**src/rtl/scac_pkg.sv**
```systemverilog
// Package for the self-calibrating axis classifier: parameter defaults, command and
// direction codes, controller states, control structs and the hat sine table.
// No dependencies.
`timescale 1ns / 1ps

package scac_pkg;

    localparam int CAL_AXES   = 6;
    localparam int TOTAL_AXES = 8;
    localparam int POS_BITS   = 16;

    localparam int CMD_W      = 2;
    localparam int AXIS_W     = 3;
    localparam int ANGLE_W    = 16;
    localparam int DIR_W      = 2;
    localparam int STRENGTH_W = 7;
    localparam int DEG_W      = 9;
    localparam int LEVEL_W    = 8;

    localparam logic [CMD_W-1:0] CMD_CLASSIFY = 2'd0;
    localparam logic [CMD_W-1:0] CMD_CLEAR    = 2'd1;
    localparam logic [CMD_W-1:0] CMD_LOAD     = 2'd2;

    localparam logic [DIR_W-1:0] DIR_MIDDLE = 2'd0;
    localparam logic [DIR_W-1:0] DIR_LOW    = 2'd1;
    localparam logic [DIR_W-1:0] DIR_HIGH   = 2'd2;

    localparam logic [ANGLE_W-1:0] HAT_CENTRED = 16'hFFFF;
    localparam int                 DEG_RECIP   = 83887;
    localparam int                 DEG_SHIFT   = 23;
    localparam int                 DEG_PROD_W  = 33;
    localparam int                 DEG_QUOT_W  = 10;
    localparam logic [DEG_QUOT_W-1:0] FULL_TURN = 10'd360;

    localparam logic [LEVEL_W-1:0] LEVEL_MID  = 8'd100;
    localparam logic [LEVEL_W-1:0] HAT_HIGH   = 8'd130;
    localparam logic [LEVEL_W-1:0] HAT_LOW    = 8'd70;
    localparam logic [6:0]         PERCENT    = 7'd100;

    localparam int DIV_STEPS = 7;
    localparam int CNT_W     = $clog2(DIV_STEPS);

    typedef enum logic [2:0] {
        ST_IDLE,
        ST_UPDATE,
        ST_PREP,
        ST_BAND,
        ST_CLASS,
        ST_DIV,
        ST_OUT
    } scac_state_t;

    typedef struct packed {
        logic capture;
        logic update;
        logic prep;
        logic band;
        logic classify;
        logic div_step;
        logic out_load;
    } scac_ctrl_t;

    typedef struct packed {
        logic need_div;
    } scac_stat_t;

    // Floor of 100 * sin(k degrees) for k from 0 to 90.
    localparam logic [6:0] QUARTER_SINE [0:90] = '{
        7'd0,  7'd1,  7'd3,  7'd5,  7'd6,  7'd8,  7'd10, 7'd12, 7'd13, 7'd15,
        7'd17, 7'd19, 7'd20, 7'd22, 7'd24, 7'd25, 7'd27, 7'd29, 7'd30, 7'd32,
        7'd34, 7'd35, 7'd37, 7'd39, 7'd40, 7'd42, 7'd43, 7'd45, 7'd46, 7'd48,
        7'd50, 7'd51, 7'd52, 7'd54, 7'd55, 7'd57, 7'd58, 7'd60, 7'd61, 7'd62,
        7'd64, 7'd65, 7'd66, 7'd68, 7'd69, 7'd70, 7'd71, 7'd73, 7'd74, 7'd75,
        7'd76, 7'd77, 7'd78, 7'd79, 7'd80, 7'd81, 7'd82, 7'd83, 7'd84, 7'd85,
        7'd86, 7'd87, 7'd88, 7'd89, 7'd89, 7'd90, 7'd91, 7'd92, 7'd92, 7'd93,
        7'd93, 7'd94, 7'd95, 7'd95, 7'd96, 7'd96, 7'd97, 7'd97, 7'd97, 7'd98,
        7'd98, 7'd98, 7'd99, 7'd99, 7'd99, 7'd99, 7'd99, 7'd99, 7'd99, 7'd99,
        7'd100
    };

    // Truncated 100 + 100 * sin(b) for b in whole degrees below a full turn.
    function automatic logic [LEVEL_W-1:0] sine_level(input logic [DEG_W-1:0] b);
        logic [DEG_W-1:0]   c;
        logic [6:0]         k;
        logic [LEVEL_W-1:0] lvl;
        c = b - 9'd180;
        if (b == 9'd270)
        begin
            lvl = 8'd0;
        end
        else if (b <= 9'd180)
        begin
            k   = (b <= 9'd90) ? b[6:0] : 7'(9'd180 - b);
            lvl = 8'd100 + 8'(QUARTER_SINE[k]);
        end
        else
        begin
            k   = (c <= 9'd90) ? c[6:0] : 7'(9'd180 - c);
            lvl = 8'd99 - 8'(QUARTER_SINE[k]);
        end
        return lvl;
    endfunction

    function automatic logic [LEVEL_W-1:0] hat_level(input logic [DEG_W-1:0] deg,
                                                     input logic vertical);
        logic [DEG_W:0]     shifted;
        logic [DEG_W-1:0]   b;
        logic [LEVEL_W-1:0] lvl;
        shifted = {1'b0, deg} + 10'd270;
        b       = (shifted >= 10'd360) ? 9'(shifted - 10'd360) : shifted[DEG_W-1:0];
        if (!vertical)
        begin
            lvl = sine_level(deg);
        end
        else if (deg == 9'd120)
        begin
            lvl = 8'd149;
        end
        else
        begin
            lvl = sine_level(b);
        end
        return lvl;
    endfunction

endpackage

```
**src/rtl/scac_if.sv**
```systemverilog
// Channel interfaces for the axis classifier: the sample channel and the result channel.
// Depends on scac_pkg for the fixed field widths.
`timescale 1ns / 1ps

interface scac_in_if #(
    parameter int POS_BITS = scac_pkg::POS_BITS
) ();
    logic                              valid;
    logic                              ready;
    logic [scac_pkg::CMD_W-1:0]        cmd;
    logic [scac_pkg::AXIS_W-1:0]       axis;
    logic [POS_BITS-1:0]               position;
    logic [scac_pkg::ANGLE_W-1:0]      hat_angle;
    logic [POS_BITS-1:0]               load_min;
    logic [POS_BITS-1:0]               load_max;
    logic                              load_seen;

    modport source (
        output valid, cmd, axis, position, hat_angle, load_min, load_max, load_seen,
        input  ready
    );
    modport sink (
        input  valid, cmd, axis, position, hat_angle, load_min, load_max, load_seen,
        output ready
    );
endinterface

interface scac_out_if #(
    parameter int POS_BITS = scac_pkg::POS_BITS
) ();
    logic                              valid;
    logic                              ready;
    logic [scac_pkg::DIR_W-1:0]        direction;
    logic [scac_pkg::STRENGTH_W-1:0]   strength;
    logic [POS_BITS-1:0]               cal_min;
    logic [POS_BITS-1:0]               cal_max;
    logic                              cal_seen;

    modport source (
        output valid, direction, strength, cal_min, cal_max, cal_seen,
        input  ready
    );
    modport sink (
        input  valid, direction, strength, cal_min, cal_max, cal_seen,
        output ready
    );
endinterface

```
**src/rtl/scac_ctrl.sv**
```systemverilog
// Controller state machine of the axis classifier: sequences the datapath steps,
// counts divide steps and owns the result valid flag. Depends on scac_pkg.
`timescale 1ns / 1ps

module scac_ctrl (
    input  logic                 clk,
    input  logic                 rst_n,
    input  logic                 in_valid,
    output logic                 in_ready,
    output logic                 out_valid,
    input  logic                 out_ready,
    input  scac_pkg::scac_stat_t stat,
    output scac_pkg::scac_ctrl_t ctl
);

    scac_pkg::scac_state_t state_reg;
    scac_pkg::scac_state_t state_next;
    logic [scac_pkg::CNT_W-1:0] cnt_reg;
    logic [scac_pkg::CNT_W-1:0] cnt_next;
    logic out_valid_reg;
    logic out_valid_next;
    logic out_free;
    logic last_step;

    assign out_free  = !out_valid_reg || out_ready;
    assign last_step = (cnt_reg == scac_pkg::CNT_W'(scac_pkg::DIV_STEPS - 1));

    always_comb
    begin
        state_next = state_reg;
        case (state_reg)
            scac_pkg::ST_IDLE:
            begin
                if (in_valid)
                begin
                    state_next = scac_pkg::ST_UPDATE;
                end
            end
            scac_pkg::ST_UPDATE: state_next = scac_pkg::ST_PREP;
            scac_pkg::ST_PREP:   state_next = scac_pkg::ST_BAND;
            scac_pkg::ST_BAND:   state_next = scac_pkg::ST_CLASS;
            scac_pkg::ST_CLASS:
            begin
                state_next = stat.need_div ? scac_pkg::ST_DIV : scac_pkg::ST_OUT;
            end
            scac_pkg::ST_DIV:
            begin
                if (last_step)
                begin
                    state_next = scac_pkg::ST_OUT;
                end
            end
            scac_pkg::ST_OUT:
            begin
                if (out_free)
                begin
                    state_next = scac_pkg::ST_IDLE;
                end
            end
            default: state_next = scac_pkg::ST_IDLE;
        endcase
    end

    always_comb
    begin
        ctl      = '0;
        in_ready = 1'b0;
        cnt_next = '0;
        case (state_reg)
            scac_pkg::ST_IDLE:
            begin
                in_ready    = 1'b1;
                ctl.capture = in_valid;
            end
            scac_pkg::ST_UPDATE: ctl.update = 1'b1;
            scac_pkg::ST_PREP:   ctl.prep = 1'b1;
            scac_pkg::ST_BAND:   ctl.band = 1'b1;
            scac_pkg::ST_CLASS:  ctl.classify = 1'b1;
            scac_pkg::ST_DIV:
            begin
                ctl.div_step = 1'b1;
                cnt_next     = cnt_reg + 1'b1;
            end
            scac_pkg::ST_OUT:    ctl.out_load = out_free;
            default:             ctl = '0;
        endcase
        if (ctl.out_load)
        begin
            out_valid_next = 1'b1;
        end
        else if (out_ready)
        begin
            out_valid_next = 1'b0;
        end
        else
        begin
            out_valid_next = out_valid_reg;
        end
    end

    always_ff @(posedge clk or negedge rst_n)
    begin
        if (!rst_n)
        begin
            state_reg     <= scac_pkg::ST_IDLE;
            cnt_reg       <= '0;
            out_valid_reg <= 1'b0;
        end
        else
        begin
            state_reg     <= state_next;
            cnt_reg       <= cnt_next;
            out_valid_reg <= out_valid_next;
        end
    end

    assign out_valid = out_valid_reg;

endmodule

```
**src/rtl/scac_dp.sv**
```systemverilog
// Datapath of the axis classifier: calibration store, range and dead band, hat table,
// serial divider and result registers. Depends on scac_pkg.
`timescale 1ns / 1ps

module scac_dp #(
    parameter int CAL_AXES   = scac_pkg::CAL_AXES,
    parameter int TOTAL_AXES = scac_pkg::TOTAL_AXES,
    parameter int POS_BITS   = scac_pkg::POS_BITS
) (
    input  logic                               clk,
    input  logic                               rst_n,
    input  scac_pkg::scac_ctrl_t               ctl,
    output scac_pkg::scac_stat_t               stat,
    input  logic [scac_pkg::CMD_W-1:0]         cmd,
    input  logic [scac_pkg::AXIS_W-1:0]        axis,
    input  logic [POS_BITS-1:0]                position,
    input  logic [scac_pkg::ANGLE_W-1:0]       hat_angle,
    input  logic [POS_BITS-1:0]                load_min,
    input  logic [POS_BITS-1:0]                load_max,
    input  logic                               load_seen,
    output logic [scac_pkg::DIR_W-1:0]         direction,
    output logic [scac_pkg::STRENGTH_W-1:0]    strength,
    output logic [POS_BITS-1:0]                cal_min,
    output logic [POS_BITS-1:0]                cal_max,
    output logic                               cal_seen
);

    localparam int IDX_W = (CAL_AXES > 1) ? $clog2(CAL_AXES) : 1;
    localparam int NUM_W = POS_BITS + scac_pkg::STRENGTH_W;
    localparam int PROD_W = 2 * POS_BITS;
    localparam logic [POS_BITS-1:0] BAND_RECIP =
        POS_BITS'(((64'd1 << (POS_BITS + 2)) + 64'd4) / 64'd5);

    logic [scac_pkg::CMD_W-1:0]   cmd_reg;
    logic [scac_pkg::AXIS_W-1:0]  axis_reg;
    logic [POS_BITS-1:0]          pos_reg;
    logic [scac_pkg::ANGLE_W-1:0] angle_reg;
    logic [POS_BITS-1:0]          load_min_reg;
    logic [POS_BITS-1:0]          load_max_reg;
    logic                         load_seen_reg;

    logic [POS_BITS-1:0] low_reg [CAL_AXES];
    logic [POS_BITS-1:0] high_reg [CAL_AXES];
    logic [CAL_AXES-1:0] seen_reg;
    logic                was_seen_reg;

    logic [scac_pkg::DEG_QUOT_W-1:0] quot_reg;
    logic [scac_pkg::DEG_W-1:0]      deg_reg;
    logic [POS_BITS-1:0]             centre_reg;
    logic [POS_BITS-1:0]             range_reg;
    logic [POS_BITS-1:0]             band_reg;
    logic [NUM_W-1:0]                rem_reg;
    logic [NUM_W-1:0]                dsr_reg;
    logic [scac_pkg::DIR_W-1:0]      dir_reg;
    logic [scac_pkg::STRENGTH_W-1:0] str_reg;

    logic [scac_pkg::DIR_W-1:0]      res_dir_reg;
    logic [scac_pkg::STRENGTH_W-1:0] res_str_reg;
    logic [POS_BITS-1:0]             res_min_reg;
    logic [POS_BITS-1:0]             res_max_reg;
    logic                            res_seen_reg;

    logic [IDX_W-1:0]               idx;
    logic                           analog;
    logic                           present;
    logic                           vertical;
    logic [scac_pkg::DEG_PROD_W-1:0] deg_prod;
    logic [POS_BITS:0]              pair_sum;
    logic [POS_BITS-1:0]            centre_next;
    logic [PROD_W-1:0]              band_prod;
    logic [scac_pkg::LEVEL_W-1:0]   level;
    logic [scac_pkg::LEVEL_W-1:0]   level_dev;
    logic                           below;
    logic                           above;
    logic [POS_BITS-1:0]            dev;
    logic [scac_pkg::DIR_W-1:0]     dir_next;
    logic [scac_pkg::STRENGTH_W-1:0] str_next;
    logic                           need_div;
    logic                           sub_ok;

    assign idx      = axis_reg[IDX_W-1:0];
    assign analog   = ({1'b0, axis_reg} < 4'(CAL_AXES));
    assign present  = ({1'b0, axis_reg} < 4'(TOTAL_AXES));
    assign vertical = ({1'b0, axis_reg} == 4'(CAL_AXES + 1));

    assign deg_prod    = scac_pkg::DEG_PROD_W'(angle_reg)
                       * scac_pkg::DEG_PROD_W'(scac_pkg::DEG_RECIP);
    assign pair_sum    = {1'b0, low_reg[idx]} + {1'b0, high_reg[idx]};
    assign centre_next = pair_sum[POS_BITS:1];
    assign band_prod   = {{POS_BITS{1'b0}}, range_reg} * {{POS_BITS{1'b0}}, BAND_RECIP};

    always_comb
    begin
        level = (angle_reg == scac_pkg::HAT_CENTRED) ? scac_pkg::LEVEL_MID
              : scac_pkg::hat_level(deg_reg, vertical);
        level_dev = (level >= scac_pkg::LEVEL_MID) ? (level - scac_pkg::LEVEL_MID)
                  : (scac_pkg::LEVEL_MID - level);
        below = ({1'b0, pos_reg} + {1'b0, band_reg}) < {1'b0, centre_reg};
        above = {1'b0, pos_reg} > ({1'b0, centre_reg} + {1'b0, band_reg});
        dev   = below ? (centre_reg - pos_reg) : (pos_reg - centre_reg);
        dir_next = scac_pkg::DIR_MIDDLE;
        str_next = '0;
        need_div = 1'b0;
        if (cmd_reg == scac_pkg::CMD_CLASSIFY && analog && was_seen_reg)
        begin
            if (below)
            begin
                dir_next = scac_pkg::DIR_LOW;
            end
            else if (above)
            begin
                dir_next = scac_pkg::DIR_HIGH;
            end
            need_div = (below || above) && (range_reg != '0);
        end
        else if (cmd_reg == scac_pkg::CMD_CLASSIFY && !analog && present)
        begin
            str_next = scac_pkg::STRENGTH_W'(level_dev);
            if (level > scac_pkg::HAT_HIGH)
            begin
                dir_next = scac_pkg::DIR_HIGH;
            end
            else if (level < scac_pkg::HAT_LOW)
            begin
                dir_next = scac_pkg::DIR_LOW;
            end
        end
    end

    assign stat.need_div = need_div;
    assign sub_ok = (rem_reg >= dsr_reg);

    always_ff @(posedge clk)
    begin
        if (ctl.capture)
        begin
            cmd_reg       <= cmd;
            axis_reg      <= axis;
            pos_reg       <= position;
            angle_reg     <= hat_angle;
            load_min_reg  <= load_min;
            load_max_reg  <= load_max;
            load_seen_reg <= load_seen;
        end
        if (ctl.update)
        begin
            quot_reg <= deg_prod[scac_pkg::DEG_PROD_W-1:scac_pkg::DEG_SHIFT];
            if (cmd_reg == scac_pkg::CMD_LOAD && analog)
            begin
                low_reg[idx]  <= load_min_reg;
                high_reg[idx] <= load_max_reg;
            end
            else if (cmd_reg == scac_pkg::CMD_CLASSIFY && analog)
            begin
                if (!seen_reg[idx] || pos_reg < low_reg[idx])
                begin
                    low_reg[idx] <= pos_reg;
                end
                if (!seen_reg[idx] || pos_reg > high_reg[idx])
                begin
                    high_reg[idx] <= pos_reg;
                end
            end
        end
        if (ctl.prep)
        begin
            centre_reg <= centre_next;
            range_reg  <= high_reg[idx] - centre_next;
            deg_reg    <= (quot_reg >= scac_pkg::FULL_TURN)
                        ? scac_pkg::DEG_W'(quot_reg - scac_pkg::FULL_TURN)
                        : quot_reg[scac_pkg::DEG_W-1:0];
        end
        if (ctl.band)
        begin
            band_reg <= POS_BITS'(band_prod >> (POS_BITS + 2));
        end
        if (ctl.classify)
        begin
            dir_reg <= dir_next;
            str_reg <= str_next;
            rem_reg <= NUM_W'(dev) * NUM_W'(scac_pkg::PERCENT);
            dsr_reg <= NUM_W'(range_reg) << (scac_pkg::DIV_STEPS - 1);
        end
        if (ctl.div_step)
        begin
            if (sub_ok)
            begin
                rem_reg <= rem_reg - dsr_reg;
            end
            str_reg <= {str_reg[scac_pkg::STRENGTH_W-2:0], sub_ok};
            dsr_reg <= dsr_reg >> 1;
        end
        if (ctl.out_load)
        begin
            res_dir_reg  <= dir_reg;
            res_str_reg  <= str_reg;
            res_min_reg  <= analog ? low_reg[idx] : '0;
            res_max_reg  <= analog ? high_reg[idx] : '0;
            res_seen_reg <= analog ? seen_reg[idx] : 1'b0;
        end
    end

    always_ff @(posedge clk or negedge rst_n)
    begin
        if (!rst_n)
        begin
            seen_reg     <= '0;
            was_seen_reg <= 1'b0;
        end
        else if (ctl.update)
        begin
            was_seen_reg <= analog ? seen_reg[idx] : 1'b0;
            if (cmd_reg == scac_pkg::CMD_CLEAR)
            begin
                seen_reg <= '0;
            end
            else if (cmd_reg == scac_pkg::CMD_LOAD && analog)
            begin
                seen_reg[idx] <= load_seen_reg;
            end
            else if (cmd_reg == scac_pkg::CMD_CLASSIFY && analog)
            begin
                seen_reg[idx] <= 1'b1;
            end
        end
    end

    assign direction = res_dir_reg;
    assign strength  = res_str_reg;
    assign cal_min   = res_min_reg;
    assign cal_max   = res_max_reg;
    assign cal_seen  = res_seen_reg;

endmodule

```
**src/rtl/self_calibrating_axis_classifier.sv**
```systemverilog
// Top level of the self-calibrating axis classifier: joins controller and datapath.
// Depends on scac_pkg, scac_in_if, scac_out_if, scac_ctrl and scac_dp.
// Each transaction runs the update, prep, band and classify steps and, when needed, the
// strength divide, which retires one quotient bit a cycle on one shared subtractor.
// A new item is taken only after the result is loaded; an untaken result holds the next item.
// Reset clears the controller and the calibrated flags; min and max are undefined until written.
`timescale 1ns / 1ps

module self_calibrating_axis_classifier #(
    parameter int CAL_AXES   = scac_pkg::CAL_AXES,
    parameter int TOTAL_AXES = scac_pkg::TOTAL_AXES,
    parameter int POS_BITS   = scac_pkg::POS_BITS
) (
    input  logic       clk,
    input  logic       rst_n,
    scac_in_if.sink    sample,
    scac_out_if.source result
);

    scac_pkg::scac_ctrl_t ctl;
    scac_pkg::scac_stat_t stat;

    scac_ctrl u_ctrl (
        .clk       (clk),
        .rst_n     (rst_n),
        .in_valid  (sample.valid),
        .in_ready  (sample.ready),
        .out_valid (result.valid),
        .out_ready (result.ready),
        .stat      (stat),
        .ctl       (ctl)
    );

    scac_dp #(
        .CAL_AXES   (CAL_AXES),
        .TOTAL_AXES (TOTAL_AXES),
        .POS_BITS   (POS_BITS)
    ) u_dp (
        .clk       (clk),
        .rst_n     (rst_n),
        .ctl       (ctl),
        .stat      (stat),
        .cmd       (sample.cmd),
        .axis      (sample.axis),
        .position  (sample.position),
        .hat_angle (sample.hat_angle),
        .load_min  (sample.load_min),
        .load_max  (sample.load_max),
        .load_seen (sample.load_seen),
        .direction (result.direction),
        .strength  (result.strength),
        .cal_min   (result.cal_min),
        .cal_max   (result.cal_max),
        .cal_seen  (result.cal_seen)
    );

    a_one_step: assert property (@(posedge clk) disable iff (!rst_n)
        $onehot0(ctl))
        else $error("more than one datapath step commanded");

    a_accept_updates: assert property (@(posedge clk) disable iff (!rst_n)
        (sample.valid && sample.ready) |=> ctl.update)
        else $error("accepted transaction not followed by the update step");

    a_load_shows: assert property (@(posedge clk) disable iff (!rst_n)
        ctl.out_load |=> result.valid)
        else $error("loaded result not presented");

    a_strength_max: assert property (@(posedge clk) disable iff (!rst_n)
        result.valid |-> (result.strength <= scac_pkg::PERCENT))
        else $error("strength above one hundred");

endmodule

```
**src/flat_wrapper.sv**
```systemverilog
// flat-port wrapper written by rule: the top's interface ports become plain ports
module self_calibrating_axis_classifier_flat 
#(
    parameter int CAL_AXES   = scac_pkg::CAL_AXES,
    parameter int TOTAL_AXES = scac_pkg::TOTAL_AXES,
    parameter int POS_BITS   = scac_pkg::POS_BITS
)
  (clk, rst_n, sample_valid, sample_cmd, sample_axis, sample_position, sample_hat_angle, sample_load_min, sample_load_max, sample_load_seen, sample_ready, result_valid, result_direction, result_strength, result_cal_min, result_cal_max, result_cal_seen, result_ready);
  scac_in_if #(.POS_BITS(POS_BITS)) sample_i ();
  scac_out_if #(.POS_BITS(POS_BITS)) result_i ();
  input  logic clk;
  input  logic rst_n;
  input wire logic [$bits(sample_i.valid)-1:0] sample_valid;
  input wire logic [$bits(sample_i.cmd)-1:0] sample_cmd;
  input wire logic [$bits(sample_i.axis)-1:0] sample_axis;
  input wire logic [$bits(sample_i.position)-1:0] sample_position;
  input wire logic [$bits(sample_i.hat_angle)-1:0] sample_hat_angle;
  input wire logic [$bits(sample_i.load_min)-1:0] sample_load_min;
  input wire logic [$bits(sample_i.load_max)-1:0] sample_load_max;
  input wire logic [$bits(sample_i.load_seen)-1:0] sample_load_seen;
  output wire logic [$bits(sample_i.ready)-1:0] sample_ready;
  output wire logic [$bits(result_i.valid)-1:0] result_valid;
  output wire logic [$bits(result_i.direction)-1:0] result_direction;
  output wire logic [$bits(result_i.strength)-1:0] result_strength;
  output wire logic [$bits(result_i.cal_min)-1:0] result_cal_min;
  output wire logic [$bits(result_i.cal_max)-1:0] result_cal_max;
  output wire logic [$bits(result_i.cal_seen)-1:0] result_cal_seen;
  input wire logic [$bits(result_i.ready)-1:0] result_ready;
  assign sample_i.valid = sample_valid;
  assign sample_i.cmd = sample_cmd;
  assign sample_i.axis = sample_axis;
  assign sample_i.position = sample_position;
  assign sample_i.hat_angle = sample_hat_angle;
  assign sample_i.load_min = sample_load_min;
  assign sample_i.load_max = sample_load_max;
  assign sample_i.load_seen = sample_load_seen;
  assign sample_ready = sample_i.ready;
  assign result_valid = result_i.valid;
  assign result_direction = result_i.direction;
  assign result_strength = result_i.strength;
  assign result_cal_min = result_i.cal_min;
  assign result_cal_max = result_i.cal_max;
  assign result_cal_seen = result_i.cal_seen;
  assign result_i.ready = result_ready;
  self_calibrating_axis_classifier #(.CAL_AXES(CAL_AXES), .TOTAL_AXES(TOTAL_AXES), .POS_BITS(POS_BITS)) u_core (.clk(clk), .rst_n(rst_n), .sample(sample_i), .result(result_i));
endmodule
```
**config.mk**
```make
export PLATFORM = sky130hd
export DESIGN_NAME = self_calibrating_axis_classifier_flat
export DESIGN_NICKNAME = d
export VERILOG_FILES = /design/src/rtl/scac_pkg.sv /design/src/rtl/scac_if.sv /design/src/rtl/scac_ctrl.sv /design/src/rtl/scac_dp.sv /design/src/rtl/self_calibrating_axis_classifier.sv /design/src/flat_wrapper.sv
export SDC_FILE = /design/constraint.sdc
export NUM_CORES = 2
export LEC_CHECK = 0
export ABC_AREA = 1
export ABC_CLOCK_PERIOD_IN_PS = 20500
export BUFFER_PORTS_ARGS = -buffer_cell sky130_fd_sc_hd__buf_2
export CAP_MARGIN = 20
export CORE_ASPECT_RATIO = 0.6
export CORE_MARGIN = 2
export CORE_UTILIZATION = 60
export DETAILED_ROUTE_END_ITERATION = 10
export GPL_ROUTABILITY_DRIVEN = 0
export PLACE_DENSITY = 0.83
export RECOVER_POWER = 100
export SLEW_MARGIN = 20
export SYNTH_ARGS = -nofsm -noshare
export SYNTH_HDL_FRONTEND = slang
export SYNTH_HIERARCHICAL = 1
export SYNTH_SLANG_ARGS = --single-unit
```
**constraint.sdc**
```tcl
create_clock -name clk -period 20.5 [get_ports clk]
set_input_delay 4.1 -clock clk [delete_from_list [all_inputs] [get_ports clk]]
set_output_delay 4.1 -clock clk [all_outputs]
set_load 0.005 [all_outputs]
```
==> impl_results.md <==
- Post-cts resize count: 0
- Post-synth EDFFs: 400
- Net count of the mapped netlist: 5,063
- Port bufs: 117
- Post-route clock period utilization: 42.1%
- Number of hold buffers added after CTS: 0
- Distinct cell type count of the synthesized netlist: 66
- Initial Util: between 60 and 70%
- Kind of critical path: reg -> reg
- Crit path arrival time: 9.13 ns
- Library cell with the highest instance count after synthesis: sky130_fd_sc_hd__nand2_1
- Post-DP HPWL: 82.0 mm
- GRT Total Usage: ~32%
- Vertical extent of the die: 200 um
- Post CTS Setup Buffer Count: 0
- Crit path required time: 20.99 ns
- Main combinational cell family by area after synthesis: adder cells
- Post-Synthesis Cell Area: 38,300 sq um
- Post-Layout Cell Count: 5,235
- Cell type contributing the most total cell area after synthesis: sky130_fd_sc_hd__edfxtp_1
- Top area cells in the synthesized netlist: sky130_fd_sc_hd__edfxtp_1 (31%), sky130_fd_sc_hd__ha_1 (18%), sky130_fd_sc_hd__fa_1 (10%), sky130_fd_sc_hd__nand2_1 (7.4%), sky130_fd_sc_hd__inv_1 (6.7%)
- Adder-cell share of the synthesized area: 28.0%
- Achievable frequency: between 100 and 150 MHz
- Number of global-route vias before repair: 29.6k
- Worst slew margin: -106%
- Clock tree root driver cell: sky130_fd_sc_hd__clkbuf_16
- Worst-case hold path end point: u_core/u_dp/direction[0]
- DRT antenna net count: 0
- Fraction of synthesis flops using an asynchronous set or reset pin: 3.18%
- Skew final: roughly 0.027 ns
- Maximum net fanout on the critical path: 22
- Die extent in x: approximately 330 um
- Slowest cell delay on critical path: 0.55 ns
- Area of placed instances: 39,800 sq um
- Placed insts: 5,154
- Worst skew pair latency: 0.60 ns
- Startpoint kind of the worst setup timing path: flop
- Placement Rows: 71
- Pin count of the biggest net entering global routing: 85
- I/O pin cnt: 118
- Most used cell along the critical path: sky130_fd_sc_hd__a21oi_1
- Max-cap viol count: 7
- Post-DR wirelength/cell: 20.0 um
- TritonCTS clock tree: done
- Yosys warning count: 6
- Max Transition Viols Final: 298
- Minimum period implied by the final worst setup slack: approximately 8.6 ns
- Core Box Area: 62,900 sq um
- Final wirelength: 105 mm
- Launch point of the worst hold path: u_core/u_dp/dir_reg[0]
- Area enclosed by the die boundary: 65,900 sq um
- Launch instance of the worst register-to-register path: u_core/u_dp/pos_reg[2]
- Run status: finished, violations left
- Top FF cell, synth: sky130_fd_sc_hd__edfxtp_1
- Number of instances in the synthesized netlist: approximately 4.3k
- TritonRoute pass-1 iters: 10
- Endpoints failing hold: 0
- Final #Nets: 5,174
- Setup violations, final: 0
- Area grow syn2layout: 7.44%
- Area share of the leading cell type in the synthesized netlist: between 30% and 40%
- Clock slew at the register clock pins of the worst setup and hold paths: 0.07 ns
- RSZ-0062 raised after global routing: no
- Destination of the worst register-to-register timing path: u_core/u_dp/rem_reg[22]
- Mean number of vias per cell: roughly 6.0
- Worst path slowest cell: sky130_fd_sc_hd__edfxtp_1
- Post-synthesis share of cell area spent on and, or, nand and nor gates: 15.2%
- Number of sinks on the clock net: 440
- Final instance area: about 40,000 sq um
- Endpoint kind of the worst setup timing path: flop
- H-tree depth: 2
- Total overflow reported by the global router: 0
- Post-synthesis sequential area ratio: 33.6%
- Xor-xnor portion of the synthesized cell area: 3.79%
- Antenna violations before repair: 4
- Global-route wire length before repair: 164 mm
- Count of cells along the worst hold path: 0
- Multiplexer area fraction after synthesis: less than 1%
- Compound-cell area share of the yosys netlist: 11.4%
- Commonest cells in the netlist: sky130_fd_sc_hd__nand2_1 (750), sky130_fd_sc_hd__inv_1 (683), sky130_fd_sc_hd__ha_1 (543)
- Count of cells along the worst register-to-register path: 46
- Number of remaining DRC errors: 4
- Number of buffers created by CTS: 43
- Hold Path Class: reg -> reg
- Synthesized area per cell: 9.01 sq um
- Reg-to-reg setup timing slack: ~12 ns
- Failing checks: DRC, capacitance limit, slew limit
- Transition time at the pin with the least slew margin: 3.09 ns
- Final-layout worst hold slack: between 0.4 and 0.5 ns
- Final sum of negative setup slack: 0 ns
- Max clock buf depth: 3
- Initial DRC count: about 4.2k
- Fraction of final layout cells sized beyond drive strength 1: about 5.7%
- Synthesized flop and latch total: 440
- Via count: about 31k
==> cell usage in the layout (no fill, tap or decap), types with 16 or more instances in the layout <==
cell                        synthesis  routed
sky130_fd_sc_hd__nand4_1           33      33
sky130_fd_sc_hd__inv_2             18      16
sky130_fd_sc_hd__clkbuf_16          0      43
sky130_fd_sc_hd__o21ai_0          253     257
sky130_fd_sc_hd__xnor2_1           43      43
sky130_fd_sc_hd__xor2_1           117     117
sky130_fd_sc_hd__clkbuf_1          59      73
sky130_fd_sc_hd__nor2_1           305     306
sky130_fd_sc_hd__edfxtp_1         400     400
sky130_fd_sc_hd__inv_1            683     683
sky130_fd_sc_hd__nand3_1          161     163
sky130_fd_sc_hd__nand2_2           31      27
sky130_fd_sc_hd__fa_1             196     196
sky130_fd_sc_hd__o21bai_1          28      28
sky130_fd_sc_hd__a32oi_1           30      30
sky130_fd_sc_hd__o211ai_1          40      40
sky130_fd_sc_hd__a21oi_1          272     272
sky130_fd_sc_hd__nand2_1          750     754
sky130_fd_sc_hd__ha_1             543     543
sky130_fd_sc_hd__buf_2              5      72
sky130_fd_sc_hd__nor3_1            31      30
sky130_fd_sc_hd__dfxtp_1           26      25
==> layout make-up <==
cell class	count	area (sq um)
diodes	2	5.00
clock buffers	51	1120
clock inverters	27	392
fillers	4929	21800
inverters	708	2660
multi-input cells	3020	22300
flip-flops and latches	440	12900
well taps	839	1050
repair buffers	148	683
==> worst max-delay path: cells and delay by family (launching register included) <==
family                   cells  cell delay [ns]
buffers and inverters        3             0.22
adder cells (fa/ha/maj)      6             2.18
XOR/XNOR                     3             0.50
AO/OA/AOI/OAI               21             3.61
flip-flops                   1             0.55
AND/OR/NAND/NOR             13             1.50
==> metal layers <==
layer | global-route usage (%) | vias up | part of all wire (%)
met2 | 42.8 | 2013 | 39
met1 | 49.1 | 14500 | 43
met4 | 6.10 | 12 | 2.0
met3 | 11.9 | 209 | 16
li1 | - | 14500 | -
met5 | 3.37 | - | 0.30
==> worst max-delay path by stage <==
| stage | start | end | cells after the start |
|---|---|---|---|
| 5_1_grt | u_core/u_dp/deg_reg[2] | u_core/u_dp/str_reg[6] | 44 |
| 3_3_place_gp | u_core/u_dp/pos_reg[2] | u_core/u_dp/rem_reg[22] | 46 |
| 2_1_floorplan | sample_valid | flop | 3 |
| 6_report | u_core/u_dp/pos_reg[2] | u_core/u_dp/rem_reg[22] | 46 |
| 3_5_place_dp | u_core/u_dp/pos_reg[2] | u_core/u_dp/rem_reg[22] | 46 |
| 4_1_cts | u_core/u_dp/pos_reg[2] | u_core/u_dp/rem_reg[22] | 46 |
==> kinds of logic (layout without fill, tap and decap cells) <==
family / count (synthesis) / in the layout
other: 0 / 2
AOI/OAI and AO/OA: 748 / 748
buffers and inverters: 790 / 934
muxes: 4 / 4
adders and majority gates: 739 / 739
DFF: 440 / 440
and+or+nand+nor: 1366 / 1366
xor gates and xnor gates: 163 / 163
==> per-stage QoR <==
step / setup WS [ns] / utilization (%)
after floorplan: 10.56 / -
after global placement: 12.36 / 63.3
after detailed placement: 12.19 / 63.3
after CTS: 12.15 / 65.7
after global routing: 11.14 / 65.4
final: 11.86 / 65.4
Power is left out: the tool's default activity adds up to more than one toggle a clock period on the data nets, which glitch-free logic cannot reach.
